`src/sv/ttdos_pkg.sv`:
```
package ttdos_pkg;

  localparam int DELAY_DEPTH = 32768;
  localparam int ADDR_W      = $clog2(DELAY_DEPTH);
  localparam int LANE_W      = 16;
  localparam int REG_W       = 3 * LANE_W;
  // Q.16 value of 1.0 needs one extra bit
  localparam int UNIT_W      = LANE_W + 1;
  localparam int DIV_CNT_W   = $clog2(UNIT_W + 1);

  localparam logic [REG_W-1:0] MOD_RESET = 48'h1000_1000_1000;
  localparam logic [UNIT_W-1:0] ONE_Q16  = 17'h10000;

  typedef enum logic [2:0] {
    REG_TAP_DELAYS   = 3'd0,
    REG_PHASE_SHIFTS = 3'd1,
    REG_FREQ_GAINS   = 3'd2,
    REG_AMP_GAINS    = 3'd3,
    REG_MOD_GAINS    = 3'd4
  } reg_idx_t;

  typedef enum logic [3:0] {
    ST_IDLE,
    ST_READ,
    ST_MUL,
    ST_CLIP,
    ST_DIV,
    ST_FREQ,
    ST_WRAP,
    ST_SQUARE,
    ST_PARAB,
    ST_AMP,
    ST_LANE,
    ST_LOAD
  } state_t;

  typedef struct packed {
    logic              start;
    logic [UNIT_W-1:0] num;   // dividend is num << 16
    logic [UNIT_W-1:0] den;
  } div_req_t;

  typedef struct packed {
    logic              done;
    logic [UNIT_W-1:0] quo;
  } div_rsp_t;

  // Fold a Q.16 value above 1.0 back into (0, 1]; values up to 1.0 pass.
  function automatic logic [UNIT_W-1:0] wrap_unit(input logic [31:0] v);
    logic [UNIT_W-1:0] r;
    if (v <= 32'(ONE_Q16)) begin
      r = v[UNIT_W-1:0];
    end else if (v[LANE_W-1:0] == '0) begin
      r = ONE_Q16;
    end else begin
      r = {1'b0, v[LANE_W-1:0]};
    end
    return r;
  endfunction

endpackage

```
`src/sv/ttdos_div.sv`:
```
// Restoring divider: quo = (num << 16) / den, one quotient bit per cycle.
// Caller guarantees num <= den so the quotient fits UNIT_W bits.
module ttdos_div (
  input  logic                clk,
  input  logic                rst,
  input  ttdos_pkg::div_req_t req,
  output ttdos_pkg::div_rsp_t rsp
);

  logic [ttdos_pkg::UNIT_W-1:0]    rem;
  logic [ttdos_pkg::UNIT_W-1:0]    sh;
  logic [ttdos_pkg::UNIT_W-1:0]    den;
  logic [ttdos_pkg::UNIT_W-1:0]    quo;
  logic [ttdos_pkg::DIV_CNT_W-1:0] cnt;
  logic                            busy;
  logic [ttdos_pkg::UNIT_W:0]      trial;
  logic                            ge;

  assign trial = {rem, sh[ttdos_pkg::UNIT_W-1]};
  assign ge    = trial >= {1'b0, den};

  always_ff @(posedge clk) begin
    if (rst) begin
      busy <= 1'b0;
      cnt  <= '0;
    end else if (req.start) begin
      busy <= 1'b1;
      cnt  <= ttdos_pkg::DIV_CNT_W'(ttdos_pkg::UNIT_W);
    end else if (busy) begin
      cnt <= cnt - 1'b1;
      if (cnt == ttdos_pkg::DIV_CNT_W'(1)) begin
        busy <= 1'b0;
      end
    end
  end

  always_ff @(posedge clk) begin
    if (req.start) begin
      rem <= {1'b0, req.num[ttdos_pkg::UNIT_W-1:1]};
      sh  <= {req.num[0], {(ttdos_pkg::UNIT_W-1){1'b0}}};
      den <= req.den;
      quo <= '0;
    end else if (busy) begin
      rem <= ge ? ttdos_pkg::UNIT_W'(trial - {1'b0, den}) : trial[ttdos_pkg::UNIT_W-1:0];
      sh  <= sh << 1;
      quo <= {quo[ttdos_pkg::UNIT_W-2:0], ge};
    end
  end

  assign rsp.done = busy && (cnt == ttdos_pkg::DIV_CNT_W'(1));
  assign rsp.quo  = quo;

endmodule

```
`config.mk`:
```
export PLATFORM = sky130hd
export DESIGN_NAME = ttdos_div
export DESIGN_NICKNAME = d
export VERILOG_FILES = /design/src/sv/ttdos_pkg.sv /design/src/sv/ttdos_div.sv
export SDC_FILE = /design/constraint.sdc
export NUM_CORES = 1
export LEC_CHECK = 0
export BUFFER_PORTS_ARGS = -buffer_cell sky130_fd_sc_hd__buf_2
export CELL_PAD_IN_SITES_DETAIL_PLACEMENT = 2
export CELL_PAD_IN_SITES_GLOBAL_PLACEMENT = 2
export CORE_UTILIZATION = 36
export DETAILED_ROUTE_END_ITERATION = 8
export PLACE_DENSITY_LB_ADDON = 0.25
export SLEW_MARGIN = 25
export SYNTH_ARGS = -nofsm -noshare
export SYNTH_HDL_FRONTEND = slang
export SYNTH_SLANG_ARGS = --single-unit
export TNS_END_PERCENT = 100
```
`constraint.sdc`:
```
create_clock -name clk -period 3.8 [get_ports clk]
set_input_delay 0.38 -clock clk [delete_from_list [all_inputs] [get_ports clk]]
set_output_delay 0.38 -clock clk [all_outputs]
set_load 0.02 [all_outputs]
```
==> impl_metrics.json, run 1 <==
{
  "drtIter0Drc": 38,
  "place_congestion": 0.7580,
  "numCtsBuffers": 9,
  "holdPathStages": 1,
  "worstMarginPinSlew_ps": 600.6,
  "timing.slew.headroom": 0.5945,
  "worstHoldStart": "req[16]",
  "skew_ps": 13.57,
  "htree_levels": 3,
  "dieHeight_um": 97.52,
  "drive_gt1_frac": 0.2830,
  "setup_viol": 0,
  "cts_hold_buf": 0,
  "final_net_count": 423,
  "initial_core_util": 0.3748,
  "grt_pass1_vias": 2759,
  "hold_class": "primary input to flop",
  "grt_usage": 0.1826,
  "pwr-share-comb": 0.388,
  "row_count": 34,
  "ys_seq_area_frac": 0.4571,
  "die_w_um": 97.52,
  "routed_via_density": 5.159,
  "fill_cells": 923,
  "yosysWarnings": 0,
  "cts_setup_buffers": 0,
  "clk_pin_slew_ps": 80,
  "die_area_sq_mm": 0.009509,
  "path_max_fanout": 7,
  "rsz0062_at_grt": "no",
  "cts_tree": "done",
  "coreArea_sq_mm": 0.008763,
  "synth.net_count": 364,
  "root_buffer": "clkbuf_8",
  "period_share": 0.8579,
  "multi_input_area_sq_mm": 0.001634,
  "drc_errors": 0,
  "worstReg2RegStart": "sh[16]",
  "area_delta_synth_final_pct": 18.36,
  "drt_pass1_iterations": 4,
  "ir_worst_vdd_v": 0.0002327,
  "crit_arrival_ps": 3370,
  "power.switching_uw": 794.9,
  "io_pins": 55,
  "reg2reg_depth": 12,
  "power_density_mw_per_mm2": 596.3,
  "vias": 2471,
  "cap_violations": 0,
  "timing.fmax_ghz": 0.3067,
  "cp.required_ps": 3910,
  "intPower_mw": 1.523,
  "wl_per_cell_um": 16.72,
  "r2r_setup_slack_ps": 540,
  "p_leak_nw": 1.710,
  "drt-total-wl_um": 8011,
  "antenna_found_initial": 0,
  "cp-start-kind": "flop",
  "seqCellArea_sq_mm": 0.001501,
  "cts_sinks": 58,
  "min_to": "den[16]",
  "synth_edf_count": 34,
  "postLayoutCoreUtil": 0.4436,
  "clkPwrFrac": 0.263,
  "fin_crit_ps": 3260,
  "ctsResizeCount": 0,
  "slew_violations": 0,
  "grt_pass1_wl_um": 13660,
  "synthDistinctLibCells": 51,
  "antenna_left": 0,
  "status": "completed",
  "grt_max_degree": 30,
  "port_buffers": 54,
  "synthFlopType": "edfxtp_1",
  "path_class": "flop to flop",
  "startpoint": "sh[16]",
  "synth_area_sq_mm": 0.003284,
  "gr-total-overflow": 0,
  "syn_area_per_cell_sq_um": 10.70,
  "setup_tns_ps": 0,
  "diodes": 0,
  "hold_violations": 0,
  "clock_latency_ps": 360,
  "async_reset_ff_frac": 0,
  "syn_inst": 307,
  "cp-end-kind": "flop",
  "sw_frac_of_total": 0.3429,
  "ys_ff_latch": 58,
  "clock_path_buffers": 2,
  "rr_endpoint": "rem[11]",
  "sequentialPowerShare": 0.349,
  "dpl.hpwl_um": 5912
}
power by group through the flow:
| stage | Combinational, mW | Sequential, mW | Clock (mW) |
|---|---|---|---|
| after global routing | 1.00 | 0.818 | 0.660 |
| after floorplan | 0.715 | 0.805 | 0 |
| after global placement | 0.881 | 0.818 | 0 |
| after CTS | 0.919 | 0.810 | 0.636 |
| after detailed placement | 0.909 | 0.822 | 0 |
| final | 0.900 | 0.809 | 0.609 |
placed cells by master, fill, tap and decap left out, types with 7 or more instances in the layout:
master,instances
buf_2,54
nor2_1,39
edfxtp_1,34
dfxtp_1,24
inv_1,23
mux2i_1,21
ha_1,19
mux2_2,16
a21oi_1,13
o21ai_0,9
nand2_1,9
xnor2_1,9
clkbuf_8,9
nor2b_1,7
cells by family (layout without fill, tap and decap cells):
logic type | count (synthesis) | in the layout | share of synthesized area
simple gates | 83 | 83 | 0.1219
flops | 58 | 58 | 0.4571
compound gates | 55 | 55 | 0.1200
mux | 41 | 41 | 0.1371
buf+inv | 35 | 99 | 0.04533
fa+ha+maj | 20 | 20 | 0.07848
xor+xnor | 15 | 15 | 0.04000
through the flow:
step	std cells	cell area, sq um	hold WS (ps)	setup WS, ps	total power [mW]
2_1_floorplan	307	3284	452.4	814.8	1.520
3_3_place_gp	463	3672	491.9	684.4	1.699
3_5_place_dp	463	3672	514.5	565.6	1.731
4_1_cts	479	3887	173.9	513.8	2.365
5_1_grt	479	3887	169.8	327.5	2.480
6_report	479	3887	196.4	540.0	2.318
registers in the layout (all words and copies together), names as in the netlist:
| signal | cells |
|---|---|
| busy | 1 |
| sh | 1 |
| cnt | 5 |
| rem | 17 |
| quo | 17 |
| den | 17 |
synthesized netlist by cell type, types with 4 or more instances:
cell / count / area share
dfxtp_1: 24 / 0.15
o21ai_0: 9 / 0.014
xnor2_1: 9 / 0.024
nor4_1: 4 / 0.0076
nand2_1: 9 / 0.010
clkbuf_1: 5 / 0.0057
nand3_1: 5 / 0.0076
mux2i_1: 21 / 0.064
a21o_1: 6 / 0.014
nor2_1: 39 / 0.045
xor2_1: 6 / 0.016
nor3_1: 5 / 0.0076
mux2_4: 4 / 0.018
nor2b_1: 7 / 0.013
edfxtp_1: 34 / 0.31
mux2_2: 16 / 0.055
o21a_1: 4 / 0.0091
ha_1: 19 / 0.072
inv_1: 23 / 0.026
a21oi_1: 13 / 0.020
cell type report:
type	instances	area share
Multi-Input combinational cell	214	0.4203
Sequential cell	58	0.3862
Timing Repair Buffer	60	0.08111
Clock buffer	11	0.04474
Tap cell	108	0.03476
Inverter	23	0.02221
Clock inverter	5	0.01062
worst max-delay path, stage by stage, from the launching register on:
cell and delay (ps):
edfxtp_1 380, inv_1 90, ha_1 180, inv_1 60, fa_1 440, a211oi_2 310, o21ai_2 140, a221oi_2 320
o21ai_2 140, a21oi_4 140, buf_4 190, mux2_2 340, mux2_2 270
worst max-delay path by stage:
stage / to / slack [ps]
CTS: rem[11] / 510
detailed placement: rem[11] / 570
global placement: rem[6] / 680
global route: rem[11] / 330
floorplan: rem[11] / 810
finish: rem[11] / 540
per-layer routing:
layer	GRT usage	share of wire	vias up
li1	-	-	1219
met1	0.2214	0.46	1199
met2	0.3077	0.48	37
met3	0.05324	0.038	16
met4	0.06335	0.016	0
met5	0	0	-
No activity file was read; power rests on OpenSTA's default activity.
==> inputs of run 2 (changes only) <==
Settings changed: CORE_ASPECT_RATIO set to 0.7, CORE_UTILIZATION 36 to 33.
Clock period 3.8 ns to 2.6 ns, I/O delays scaled along.
==> impl_metrics.json, run 2 (synthesized netlist as in run 1, its figures left out) <==
{
  "status": "complete, but fails checks",
  "violations": "negative setup slack",
  "drc_errors": 0,
  "final_net_count": 458,
  "timing.fmax_ghz": 0.3347,
  "p_leak_nw": 1.957,
  "worstMarginPinSlew_ps": 513.3,
  "sw_frac_of_total": 0.3338,
  "cp-start-kind": "flop",
  "cts_hold_buf": 0,
  "antenna_found_initial": 0,
  "setup_tns_ps": -4773,
  "area_delta_synth_final_pct": 32.27,
  "numCtsBuffers": 9,
  "hold_violations": 0,
  "initial_core_util": 0.3391,
  "grt_max_degree": 66,
  "crit_arrival_ps": 3060,
  "drt_pass1_iterations": 4,
  "sequentialPowerShare": 0.294,
  "wl_per_cell_um": 17.88,
  "die_w_um": 121.2,
  "dpl.hpwl_um": 6769,
  "period_share": 1.149,
  "reg_top3": "den: 17 flops, quo: 17 flops, rem: 17 flops",
  "routed_via_density": 4.966,
  "r2r_setup_slack_ps": -390,
  "grt_usage": 0.1989,
  "drtIter0Drc": 89,
  "setup_viol": 16,
  "clkPwrFrac": 0.262,
  "intPower_mw": 2.699,
  "worst_slack_ps": -387.5,
  "layout_commonest_cell": "buf_2",
  "skew_ps": 12.45,
  "drt-total-wl_um": 9549,
  "hold_slack_ps": 106.4,
  "power_density_mw_per_mm2": 932.7,
  "timing.slew.headroom": 0.6578,
  "coreArea_sq_mm": 0.009684,
  "pwr-share-comb": 0.445,
  "port_buffers": 54,
  "path_max_fanout": 5,
  "row_count": 30,
  "slew_violations": 0,
  "path_class": "flop to flop",
  "die_area_sq_mm": 0.01036,
  "power.switching_mw": 1.353,
  "cap_violations": 0,
  "grt_pass1_wl_um": 15500,
  "ir_worst_vdd_v": 0.0003891,
  "drive_gt1_frac": 0.3645,
  "diodes": 0,
  "vias": 2652,
  "place_congestion": 0.7767,
  "final_cell_mix": "buf_2 (54), nor2_1 (39), buf_4 (35)",
  "cts_tree": "done",
  "io_pins": 55,
  "clock_latency_ps": 330,
  "clk_pin_slew_ps": 60,
  "root_buffer": "clkbuf_16",
  "hold_class": "primary input to flop",
  "cp-end-kind": "flop",
  "clock_path_buffers": 2,
  "htree_levels": 3,
  "grt_pass1_vias": 3029,
  "antenna_left": 0,
  "rsz0062_at_grt": "yes",
  "fin_crit_ps": 2987,
  "gr-total-overflow": 0,
  "dieHeight_um": 85.47,
  "cts_sinks": 58,
  "cp.required_ps": 2680
}
run 2: per-stage QoR:
step | power, mW | std cells | setup WS [ps] | util | area (sq um)
after CTS | 4.053 | 533 | -481.9 | 0.4466 | 4325
after detailed placement | 2.779 | 511 | -499.4 | 0.4050 | 3923
after floorplan | 2.222 | 307 | -300.9 | - | 3287
final | 4.052 | 534 | -387.5 | 0.4486 | 4344
after global placement | 2.695 | 511 | -342.8 | 0.4050 | 3923
after global routing | 4.263 | 534 | -500.2 | 0.4486 | 4344
run 2: path summary, 6_finish.rpt:
kind	start	to	cells after the start
worst max-delay path	sh[16]	rem[4]	12
worst min-delay path	req[8]	den[8]	1
worst max register to register	sh[16]	rem[4]	12
worst min register to register	quo[16]	quo[16]	2
run 2: critical path: stages, from the launching register on:
cell and delay, ps:
edfxtp_1 380, inv_2 80, ha_4 130, inv_2 40, fa_2 370, a211oi_4 260
o21ai_2 90, a221oi_2 290, o21ai_2 120, a21oi_4 230, buf_6 170, mux2_4 300
mux2_4 270
run 2: per-layer routing:
metal,GRT usage,share of wire
met1,0.2491,0.48
met2,0.3330,0.48
met3,0.04906,0.031
met4,0.07071,0.012
met5,0,0
run 2: power groups by stage:
stage	registers (mW)	clock network, mW	logic (mW)
floorplan	1.18	0	1.05
finish	1.19	1.06	1.80
global route	1.20	1.12	1.94
global placement	1.20	0	1.50
CTS	1.19	1.08	1.78
detailed placement	1.20	0	1.58
run 2: final cells by class:
| type | count | area (sq um) |
|---|---|---|
| clock buffers | 12 | 236.5 |
| clock inverters | 4 | 21.27 |
| fillers | 1035 | 5340 |
| inverters | 23 | 86.33 |
| multi-input cells | 214 | 1725 |
| flip-flops and latches | 58 | 1501 |
| well taps | 128 | 160.2 |
| repair buffers | 95 | 613.1 |
run 2: timing repair:
item	in CTS	in global routing
pin swaps	9	6
resized for setup	25	4
buffers inserted	8	3
endpoints found under the setup margin	18	18
